## config.mk

```make
export PLATFORM = sky130hd
export DESIGN_NAME = rpp_div_cell
export DESIGN_NICKNAME = d
export VERILOG_FILES = /design/src/hw/rtl/rpp_pkg.sv /design/src/hw/rtl/rpp_div_cell.sv
export SDC_FILE = /design/constraint.sdc
export NUM_CORES = 1
export LEC_CHECK = 0
export BUFFER_PORTS_ARGS = -buffer_cell sky130_fd_sc_hd__clkbuf_2
export CAP_MARGIN = 20
export CORE_AREA = 2 2 327 329
export CTS_CLUSTER_DIAMETER = 30
export DETAILED_ROUTE_END_ITERATION = 16
export DIE_AREA = 0 0 329 331
export GPL_TIMING_DRIVEN = 0
export PLACE_DENSITY = 0.45
export SYNTH_ARGS = -nofsm -noshare
export SYNTH_HDL_FRONTEND = slang
export SYNTH_SLANG_ARGS = --single-unit
export TNS_END_PERCENT = 50
```

## constraint.sdc

```tcl
create_clock -name clk -period 0.8 [get_ports clk]
set_clock_uncertainty 0.15 [all_clocks]
set_input_delay 0.08 -clock clk [delete_from_list [all_inputs] [get_ports clk]]
set_output_delay 0.08 -clock clk [all_outputs]
set_load 0.1 [all_outputs]
```

## src/hw/rtl/rpp_pkg.sv

```systemverilog
// ----------------------------------------------------------------------------
// rpp_pkg
// shared widths and types for the radial point projection pipeline
// ----------------------------------------------------------------------------
package rpp_pkg;

	localparam int COORD_W = 32;               // q16.16 coordinate
	localparam int MAG_W   = COORD_W + 1;      // magnitude of a 33-bit difference
	localparam int SQ_W    = 2 * MAG_W - 1;    // square of a magnitude (<= 2^64)
	localparam int RAD_W   = SQ_W + 1;         // sum of three squares (< 2^66)
	localparam int LEN_W   = RAD_W / 2;        // integer square root width
	localparam int SREM_W  = LEN_W + 3;        // square root partial remainder
	localparam int RADIUS_W = 31;              // radius register width
	localparam int Q_W     = RADIUS_W;         // quotient never exceeds radius
	localparam int NUM_W   = MAG_W + RADIUS_W; // magnitude times radius
	localparam int DIVD_W  = NUM_W + 1;        // numerator plus rounding term
	localparam int NLANE   = 3;

	localparam int SQRT_CELLS = LEN_W;
	localparam int DIV_CELLS  = Q_W;

	// register indexes of the configuration port
	localparam logic [2:0] REG_CENTER_X = 3'd0;
	localparam logic [2:0] REG_CENTER_Y = 3'd1;
	localparam logic [2:0] REG_CENTER_Z = 3'd2;
	localparam logic [2:0] REG_RADIUS   = 3'd3;

	// reset radius is 1.0 in q16.16
	localparam logic [RADIUS_W-1:0] RADIUS_ONE = RADIUS_W'(32'h0001_0000);

	// side data that travels alongside each point
	typedef struct packed {
		logic                        zero;
		logic [NLANE-1:0]            neg;
		logic [NLANE-1:0][MAG_W-1:0] mag;
	} rpp_side_t;

endpackage

```

## src/hw/rtl/rpp_div_cell.sv

```systemverilog
// ----------------------------------------------------------------------------
// rpp_div_cell
// one quotient bit of a restoring divide, three lanes sharing a divisor
// ----------------------------------------------------------------------------
module rpp_div_cell import rpp_pkg::*; (
	input  logic                        clk,
	input  logic                        arst_n,
	input  logic                        vld_in,
	input  rpp_side_t                   side_in,
	input  logic [LEN_W-1:0]            len_in,
	input  logic [NLANE-1:0][LEN_W-1:0] rem_in,
	input  logic [NLANE-1:0][Q_W-1:0]   low_in,
	input  logic [NLANE-1:0][Q_W-1:0]   quot_in,
	output logic                        vld_q,
	output rpp_side_t                   side_q,
	output logic [LEN_W-1:0]            len_q,
	output logic [NLANE-1:0][LEN_W-1:0] rem_q,
	output logic [NLANE-1:0][Q_W-1:0]   low_q,
	output logic [NLANE-1:0][Q_W-1:0]   quot_q
);

	logic [NLANE-1:0][LEN_W:0]   sh;
	logic [NLANE-1:0][LEN_W:0]   diff;
	logic [NLANE-1:0]            ge;

	always_comb begin
		for (int i = 0; i < NLANE; i++) begin
			sh[i]   = {rem_in[i], low_in[i][Q_W-1]};
			ge[i]   = (sh[i] >= {1'b0, len_in});
			diff[i] = sh[i] - {1'b0, len_in};
		end
	end

	always_ff @(posedge clk or negedge arst_n) begin
		if (!arst_n) begin
			vld_q <= 1'b0;
		end else begin
			vld_q <= vld_in;
		end
	end

	always_ff @(posedge clk) begin
		side_q <= side_in;
		len_q  <= len_in;
		for (int i = 0; i < NLANE; i++) begin
			rem_q[i]  <= ge[i] ? diff[i][LEN_W-1:0] : sh[i][LEN_W-1:0];
			low_q[i]  <= {low_in[i][Q_W-2:0], 1'b0};
			quot_q[i] <= {quot_in[i][Q_W-2:0], ge[i]};
		end
	end

endmodule

```

==> impl_metrics.py <==
metrics = {
    "floorplanning": {
        "die_w_um": 329,
        "die-area_sq_um": 109000,
        "core_sq_um": 105000,
        "row_count": 119,
        "io_pins": 846,
        "dieHeight_um": 331,
        "start_util": 0.146,
    },
    "yosys": {
        "ys_async_sr_fraction": 0.00239,
        "yosysTopAreaCell": "dfxtp_1",
        "synthCells": 1481,
        "syn_area_sq_um": 15300,
        "syn_area_per_cell_sq_um": 10.3,
        "ys.flop_type": "dfxtp_1",
        "yosys_register_bits": 419,
        "synth_area_leaders": "dfxtp_1 55%, ha_1 8.1%, a21oi_1 4.7%, nor2_1 2.9%, xnor2_1 2.6%",
        "yosysUniqueCellTypes": 83,
        "synth-edff-count": 0,
        "synth-seq-area-share": 0.548,
        "synth_top_cell_area_share": 0.546,
        "ys_warn_count": 0,
    },
    "power_and_ir_drop": {
        "sequentialPowerShare": 0.222,
        "p_sw_frac": 0.372,
        "p_leak_nw": 17.2,
        "p_comb_frac": 0.332,
        "p_int_w": 0.0693,
        "powerDensity_nw_per_um2": 2790,
        "peakVddDrop_uv": 2990,
        "switchingPower_w": 0.0410,
        "clockPowerShare": 0.446,
        "fin_total_pwr_w": 0.110,
    },
    "setup_path": {
        "cp.required_ps": 1220,
        "end_kind": "register",
        "worst_ep_arrival_time_ps": 2830,
        "critPathLaunchType": "primary input",
        "cp_max_fo": 4,
        "worstSetupPathType": "in -> reg",
    },
    "place": {
        "pre_cts_ws_ps": -2920,
        "dp_hpwl_um": 80300,
        "port_buffers": 839,
        "place.gp.congestion": 0.888,
        "placed_area_sq_um": 21400,
    },
    "grt": {
        "grt_pass1_wl_um": 139000,
        "grt_pass1_vias": 18567,
        "antenna_found_initial": 48,
        "grt_usage": 0.184,
        "grt_max_degree": 19,
        "gr-total-overflow": 0,
    },
    "clocking": {
        "h-tree-depth": 3,
        "cts.clk_slew.worst_paths_ps": 50,
        "cts_tree": "yes",
        "clockBufferDepth": 3,
        "root_buffer": "clkbuf_16",
        "cts_buffers": 116,
        "clock-sinks": 419,
    },
    "status": {
        "status": "complete, but fails checks",
        "violations": "hold timing, setup timing",
    },
    "detailed_routing": {
        "drtPass1Iterations": 5,
        "ant_nets": 0,
        "vias": 18555,
        "vias_per_cell": 4.02,
        "drt_iter0_drc": 867,
        "drc": 0,
        "drt-wirelength-per-cell_um": 24.6,
        "routed_wl_um": 113000,
    },
    "cells_and_area": {
        "post-route-cell-area_sq_um": 39500,
        "syn_to_final_growth_pct": 158,
        "fin_util": 0.377,
        "drive_gt1_frac": 0.565,
        "final_common_cell": "clkbuf_2",
        "fillers": 10010,
        "nets": 3632,
        "layout_common_cells": "553 x clkbuf_2, 550 x dlygate4sd3_1, 307 x buf_12, 252 x dfxtp_2, 149 x dfxtp_1",
        "multi_input_area_sq_um": 8230,
        "seq_area_sq_um": 8770,
    },
    "timing": {
        "rsz0062_at_grt": "true",
        "max_freq_mhz": 415,
        "setup_viol": 718,
        "min_period_ps": 2410,
        "fin_ws_ps": -1610,
        "worst_pin_slew_ps": 612,
        "period_share": 3.01,
        "drv_slew": 0,
        "finalSetupTns_ps": -466670,
        "relSlewSlack": 0.589,
        "whs_ps": -645,
        "report.final.hold_viol_count": 169,
    },
    "hold_path": {
        "hp-class": "in -> reg",
    },
    "run": {
        "maxCapViolCount": 0,
    },
}
[power groups by stage]
stage	clock network, W	logic (W)	registers [W]
floorplan	0	0.00522	0.0383
global placement	0	0.0259	0.0239
detailed placement	0	0.0259	0.0239
CTS	0.0500	0.0309	0.0236
global route	0.0515	0.0379	0.0247
finish	0.0492	0.0366	0.0245
[cells by family (layout without fill, tap and decap cells)]
group                    after synthesis  count (layout)  synth area share
AO/OA/AOI/OAI                        394             394             0.171
XOR/XNOR                              74              74            0.0423
adder cells (fa/ha/maj)              102             102            0.0847
buffers and inverters                113            1837            0.0314
flip-flops                           419             419             0.548
multiplexers                          17              17            0.0123
other                                  1              18          0.000245
AND/OR/NAND/NOR                      361             361             0.110
[state kept, by name, summed over array words and instances, names as in the netlist]
register and flops:
quot_q 93, rem_q 99, len_q 33, side_q 103, low_q 90, vld_q 1
[final timing paths]
path | start | to | cells after the start
worst min-delay path | len_in[1] | len_q[1]$_DFF_P_ | 1
min in group asynchronous | arst_n | vld_q$_DFF_PN0_ | 3
max in group asynchronous | arst_n | vld_q$_DFF_PN0_ | 3
worst max-delay path | len_in[0] | rem_q[96]$_DFF_P_ | 13
[synthesized netlist by cell type (3+ instances only)]
cell type	n
fa_1	3
nor3_1	29
o21a_1	16
a211oi_1	15
nor4_1	7
o31ai_1	10
inv_1	57
a311oi_1	4
or3_1	6
xnor2_1	45
nor3b_1	3
a221o_1	6
and4_1	6
o21ai_0	63
a31oi_1	10
clkbuf_1	30
buf_2	13
xor2_1	29
nor2b_1	10
o211ai_1	12
dfxtp_1	418
a21o_1	51
mux2_1	12
nand3_1	24
and3_1	20
ha_1	99
a31o_2	4
and2_1	6
or2_2	5
inv_2	3
mux2_2	3
nand4_1	15
buf_4	9
nand2b_1	7
a21oi_1	144
nand2_1	97
nor2_1	118
o21bai_1	13
[critical path, cell delays in order]
cell       delay [ps]
clkbuf_16         160
ha_4              150
inv_2              40
fa_2              390
a211oi_2          260
o21ai_1           140
a32oi_4           320
o211ai_4          150
buf_6             150
a311oi_4          370
o21ai_2           120
a2111o_1          370
o221a_2           120
[what timing repair did]
| action | 4_1_cts | 5_1_grt |
|---|---|---|
| hold buffers | 537 | 15 |
| endpoints found under the hold margin | 419 | 185 |
| pin swaps | 49 | 63 |
| resized for setup | 345 | 2089 |
| setup buffers | 94 | 35 |
| endpoints found under the setup margin | 521 | 710 |
| gates cloned | 8 | 8 |
[layer usage]
metal  GRT usage  part of all wire
met5           0            0.0014
met3       0.101              0.13
met1       0.198              0.36
met2       0.287              0.45
met4       0.105             0.061
[per-stage QoR]
step,std cells,hold WS [ps]
global placement,3713,-283
CTS,4561,-681
finish,4613,-645
global route,4608,-683
detailed placement,3713,-281
floorplan,1483,-366
[final cells by class]
cell class	instances	area share
Clock buffer	133	0.0776
Multi-Input combinational cell	951	0.208
Tap cell	1391	0.0440
Sequential cell	419	0.222
Inverter	60	0.00981
Timing Repair Buffer	1530	0.399
Antenna cell	15	0.000949
Buffer	27	0.00880
Timing Repair inverter	1	0.000285
Clock inverter	86	0.0289
Power figures use the tool's default switching activity.
