===== config.mk =====
export PLATFORM = sky130hd
export DESIGN_NAME = rpp_sqrt_cell
export DESIGN_NICKNAME = d
export VERILOG_FILES = /design/src/hw/rtl/rpp_pkg.sv /design/src/hw/rtl/rpp_sqrt_cell.sv
export SDC_FILE = /design/constraint.sdc
export NUM_CORES = 1
export LEC_CHECK = 0
export BUFFER_PORTS_ARGS = -buffer_cell sky130_fd_sc_hd__buf_4
export CAP_MARGIN = 20
export CORE_AREA = 10 10 178 180
export CTS_CLUSTER_SIZE = 30
export DETAILED_ROUTE_END_ITERATION = 6
export DIE_AREA = 0 0 188 190
export GPL_ROUTABILITY_DRIVEN = 0
export PLACE_DENSITY_LB_ADDON = 0.12
export SYNTH_ARGS = -nofsm -noshare
export SYNTH_HDL_FRONTEND = slang
export SYNTH_SLANG_ARGS = --single-unit

===== constraint.sdc =====
create_clock -name clk -period 1.25 [get_ports clk]
set_input_delay 0.25 -clock clk [delete_from_list [all_inputs] [get_ports clk]]
set_output_delay 0.25 -clock clk [all_outputs]
set_load 0.05 [all_outputs]

===== src/hw/rtl/rpp_pkg.sv =====
// ----------------------------------------------------------------------------
// rpp_pkg
// shared widths and types for the radial point projection pipeline
// ----------------------------------------------------------------------------
package rpp_pkg;

	localparam int COORD_W = 32;               // q16.16 coordinate
	localparam int MAG_W   = COORD_W + 1;      // magnitude of a 33-bit difference
	localparam int SQ_W    = 2 * MAG_W - 1;    // square of a magnitude (<= 2^64)
	localparam int RAD_W   = SQ_W + 1;         // sum of three squares (< 2^66)
	localparam int LEN_W   = RAD_W / 2;        // integer square root width
	localparam int SREM_W  = LEN_W + 3;        // square root partial remainder
	localparam int RADIUS_W = 31;              // radius register width
	localparam int Q_W     = RADIUS_W;         // quotient never exceeds radius
	localparam int NUM_W   = MAG_W + RADIUS_W; // magnitude times radius
	localparam int DIVD_W  = NUM_W + 1;        // numerator plus rounding term
	localparam int NLANE   = 3;

	localparam int SQRT_CELLS = LEN_W;
	localparam int DIV_CELLS  = Q_W;

	// register indexes of the configuration port
	localparam logic [2:0] REG_CENTER_X = 3'd0;
	localparam logic [2:0] REG_CENTER_Y = 3'd1;
	localparam logic [2:0] REG_CENTER_Z = 3'd2;
	localparam logic [2:0] REG_RADIUS   = 3'd3;

	// reset radius is 1.0 in q16.16
	localparam logic [RADIUS_W-1:0] RADIUS_ONE = RADIUS_W'(32'h0001_0000);

	// side data that travels alongside each point
	typedef struct packed {
		logic                        zero;
		logic [NLANE-1:0]            neg;
		logic [NLANE-1:0][MAG_W-1:0] mag;
	} rpp_side_t;

endpackage


===== src/hw/rtl/rpp_sqrt_cell.sv =====
// ----------------------------------------------------------------------------
// rpp_sqrt_cell
// one root bit of a digit-by-digit integer square root, registered
// ----------------------------------------------------------------------------
module rpp_sqrt_cell import rpp_pkg::*; (
	input  logic              clk,
	input  logic              arst_n,
	input  logic              vld_in,
	input  rpp_side_t         side_in,
	input  logic [RAD_W-1:0]  rad_in,
	input  logic [SREM_W-1:0] rem_in,
	input  logic [LEN_W-1:0]  root_in,
	output logic              vld_q,
	output rpp_side_t         side_q,
	output logic [RAD_W-1:0]  rad_q,
	output logic [SREM_W-1:0] rem_q,
	output logic [LEN_W-1:0]  root_q
);

	logic [SREM_W-1:0] rem_sh;
	logic [SREM_W-1:0] trial;
	logic              ge;

	always_comb begin
		rem_sh = {rem_in[SREM_W-3:0], rad_in[RAD_W-1 -: 2]};
		trial  = {{(SREM_W-LEN_W-2){1'b0}}, root_in, 2'b01};
		ge     = (rem_sh >= trial);
	end

	always_ff @(posedge clk or negedge arst_n) begin
		if (!arst_n) begin
			vld_q <= 1'b0;
		end else begin
			vld_q <= vld_in;
		end
	end

	always_ff @(posedge clk) begin
		side_q <= side_in;
		rad_q  <= {rad_in[RAD_W-3:0], 2'b00};
		rem_q  <= ge ? (rem_sh - trial) : rem_sh;
		root_q <= {root_in[LEN_W-2:0], ge};
	end

endmodule


==> implementation parameters <==
Parameter                              Value

Placement
  Pre-CTS setup slack ... -1500 ps
  Port-buffer cells ... around 480
  Detailed placer's ending HPWL ... approximately 26000 um
  Cell total after placement ... ~1500

Finish
  Area overhead of the layout relative to synthesis ... 146.3%
  Count of non-filler cells in the finished layout ... between 1500 and 2000
  Net count reported at finish ... between 1500 and 2000
  Fraction of layout instances using a drive strength above 1 ... 0.6724

Yosys
  Top cell type by total area after synthesis ... sky130_fd_sc_hd__dfxtp_1
  Total of flip-flops plus latches after synthesis ... about 240
  Synthesized netlist cell count ... between 500 and 600
  EDFF count, synth ... 0
  Share of Yosys cell area claimed by the top area cell type ... 0.6443
  Average footprint of a synthesized cell ... about 13 um^2
  Post-synth cell types ... 57
  Most instantiated library cell after synthesis ... sky130_fd_sc_hd__dfxtp_1
  Post-synthesis cell area ... ~7300 um^2
  Fraction of registers with async set/reset ... 0.004219
  Most used flip-flop cell after synthesis ... sky130_fd_sc_hd__dfxtp_1
  Commonest cells in the synthesized netlist ... 236 x sky130_fd_sc_hd__dfxtp_1, 47 x sky130_fd_sc_hd__inv_1, 35 x sky130_fd_sc_hd__ha_1
  Post-synthesis sequential area ratio ... 0.6477
  Warnings from Yosys ... 0
  Top cells by area in the synthesized netlist ... sky130_fd_sc_hd__dfxtp_1 64%, sky130_fd_sc_hd__ha_1 6.0%, sky130_fd_sc_hd__mux2_4 5.3%, sky130_fd_sc_hd__inv_1 2.4%, sky130_fd_sc_hd__xnor2_1 2.3%

Floorplanning
  # rows ... 62
  Chip height ... around 190 um
  Die width ... 188 um
  Initial Util ... 0.2597
  Die ar. ... 35720 um^2
  Core area ... about 28000 um^2
  IO Pins ... 480

STA
  Fin Hold WS ... -159.0 ps
  Final critical path time including I/O delays and setup ... approximately 2100 ps
  Sum of negative setup slack ... -30040 ps
  Setup repair after global routing missed its margin ... yes
  Setup-failing EPs final ... roughly 140
  Maximum frequency from static timing analysis ... about 480 MHz
  Post-layout worst setup margin ... -833.5 ps
  Part of the cycle the worst path needs ... 1.667
  Final Slew Violations ... 0
  Count of final hold-check violations ... 1

Power and ir drop
  Part of the power in the clock network ... 0.339
  Cell internal pwr ... ~17 mW
  Switching power ... around 7.4 mW
  Sw Share ... 0.2994
  Combinational Power Share ... 0.310
  Fraction of power consumed by sequential logic ... 0.351
  Power density over cell area ... 1375 nW/um^2
  Max rail drop VDD ... roughly 0.94 mV
  Leak ... around 8.3 nW

Global routing
  Wire length of the first global-routing pass ... 56000 um
  Vias in the first global route ... between 8000 and 9000
  Largest net degree at the start of global routing ... 20
  Number of antenna violations at the first check in global routing ... 2
  Global Route Usage Sum ... 0.2050
  Sum of overflow across all layers after global routing ... 0

Setup path
  Type of element capturing the critical path ... flop
  Data arrival at the endpoint of the critical path ... about 2500 ps
  Worst setup path endpoint ... rem_q[22]
  Worst Setup Path Type ... primary input to flop
  Critical path launch point type ... primary input
  Largest fanout on the critical path ... 19
  Req. time, crit path ... ~1700 ps
  Launching element of the worst setup path ... root_in[0]

Clocking
  CTS sink cnt ... about 240
  Clock slew at reported path FFs ... about 60 ps
  Number of levels in the clock H-tree ... 1
  Root Buffer ... sky130_fd_sc_hd__clkbuf_16
  Clock tree from TritonCTS ... built
  Hold Buf Count CTS ... 229
  Clock buffer depth ... 3
  Inserted Clock Buffers ... 26

Route
  Count of antenna-violating nets left after detailed routing ... 0
  Initial DRC count ... between 300 and 400
  Via/cell ratio ... around 4.1
  Routed wire length ... roughly 39000 um
  Drt pass-1 iters ... 4
  Wire length per cell after detailed routing ... 21.16 um
  Count of unresolved DRC violations after routing ... 0
  DR vias ... between 7000 and 8000

Hold path
  Worst min-delay path category ... primary input to flop

Run status
  Status ... complete, but fails checks
  Violations in the final reports ... negative hold slack, negative setup slack

Run
  Maximum capacitance violations ... 0
==> worst min-delay path by stage <==
stage,start,to,cells after the start
after floorplan,arst_n,vld_q,0
after global placement,arst_n,vld_q,1
after detailed placement,arst_n,vld_q,1
after CTS,root_in[0],root_q[1],1
after global routing,root_in[0],root_q[1],1
final,root_in[0],root_q[1],1
==> metal layers <==
layer / GRT usage / vias up / part of all wire
met1: 0.2151 / 3551 / 0.36
met5: 0 / - / 0.00028
li1: - / 3667 / -
met4: 0.05538 / 2 / 0.026
met2: 0.3871 / 280 / 0.54
met3: 0.06207 / 50 / 0.069
==> area by class of cell <==
class | count | area (um^2)
antenna | 1 | 2.502
inverter | 48 | 195.2
multi-input combinational | 288 | 2753
clock inverter | 10 | 206.4
sequential | 237 | 5044
timing repair buffer | 827 | 8657
fill | 2078 | 10180
tap | 384 | 480.5
clock buffer | 34 | 721.9
==> state kept, by name (all words and copies together) (netlist names) <==
name,flops
side_q,103
rad_q,64
vld_q,1
rem_q,36
root_q,33
==> cells in the final DEF (no fill, tap or decap), types with 8 or more instances in the layout <==
cell	instances
sky130_fd_sc_hd__and3_1	8
sky130_fd_sc_hd__clkbuf_16	27
sky130_fd_sc_hd__buf_12	8
sky130_fd_sc_hd__ha_1	20
sky130_fd_sc_hd__ha_4	13
sky130_fd_sc_hd__buf_8	232
sky130_fd_sc_hd__buf_6	9
sky130_fd_sc_hd__dfxtp_2	235
sky130_fd_sc_hd__buf_4	349
sky130_fd_sc_hd__nor2_1	12
sky130_fd_sc_hd__inv_1	39
sky130_fd_sc_hd__a21o_1	9
sky130_fd_sc_hd__nand3_1	9
sky130_fd_sc_hd__nand2_1	25
sky130_fd_sc_hd__xnor2_1	18
sky130_fd_sc_hd__mux2_4	27
sky130_fd_sc_hd__o21ai_0	12
sky130_fd_sc_hd__dlygate4sd3_1	229
sky130_fd_sc_hd__xor2_1	12
sky130_fd_sc_hd__a21oi_1	24
==> power groups by stage <==
stage	logic (mW)	registers, mW	clock network [mW]
after floorplan	1.37	10.6	0
after detailed placement	5.96	8.49	0
final	7.71	8.72	8.41
after global placement	5.96	8.49	0
after global routing	8.05	8.77	8.92
after CTS	7.55	8.68	8.63
==> what timing repair did <==
item                                   4_1_cts  5_1_grt
pin swaps                                   10       26
buffers inserted                             9        5
setup endpoints to repair                  274      274
resized for setup                          744       45
endpoints found under the hold margin      230        1
==> stage by stage <==
stage                 util  cell area (um^2)  power, mW
global placement    0.4366             12330      14.45
floorplan                -              7498      11.99
detailed placement  0.4366             12330      14.45
CTS                 0.6330             17870      24.85
finish              0.6396             18060      24.83
global route        0.6396             18060      25.74
==> cells by family after synthesis <==
kind of cell / after synthesis / share of synthesized area
DFF: 237 / 0.6477
AOI/OAI and AO/OA: 100 / 0.09794
and+or+nand+nor: 88 / 0.06125
buffers and inverters: 57 / 0.03361
adders and majority gates: 35 / 0.05972
muxes: 32 / 0.06227
xor gates and xnor gates: 31 / 0.03702
other: 1 / 0.0005114
==> worst max-delay path, stage by stage <==
cell and delay, ps:
sky130_fd_sc_hd__buf_6 100, sky130_fd_sc_hd__inv_4 40, sky130_fd_sc_hd__ha_4 190, sky130_fd_sc_hd__nor2b_4 130, sky130_fd_sc_hd__o311ai_4 280, sky130_fd_sc_hd__a32oi_2 190
sky130_fd_sc_hd__a31oi_4 230, sky130_fd_sc_hd__o211ai_4 100, sky130_fd_sc_hd__a41o_4 260, sky130_fd_sc_hd__a21oi_4 150, sky130_fd_sc_hd__inv_4 60, sky130_fd_sc_hd__buf_12 160
sky130_fd_sc_hd__mux2_4 300
Power figures use the tool's default switching activity.
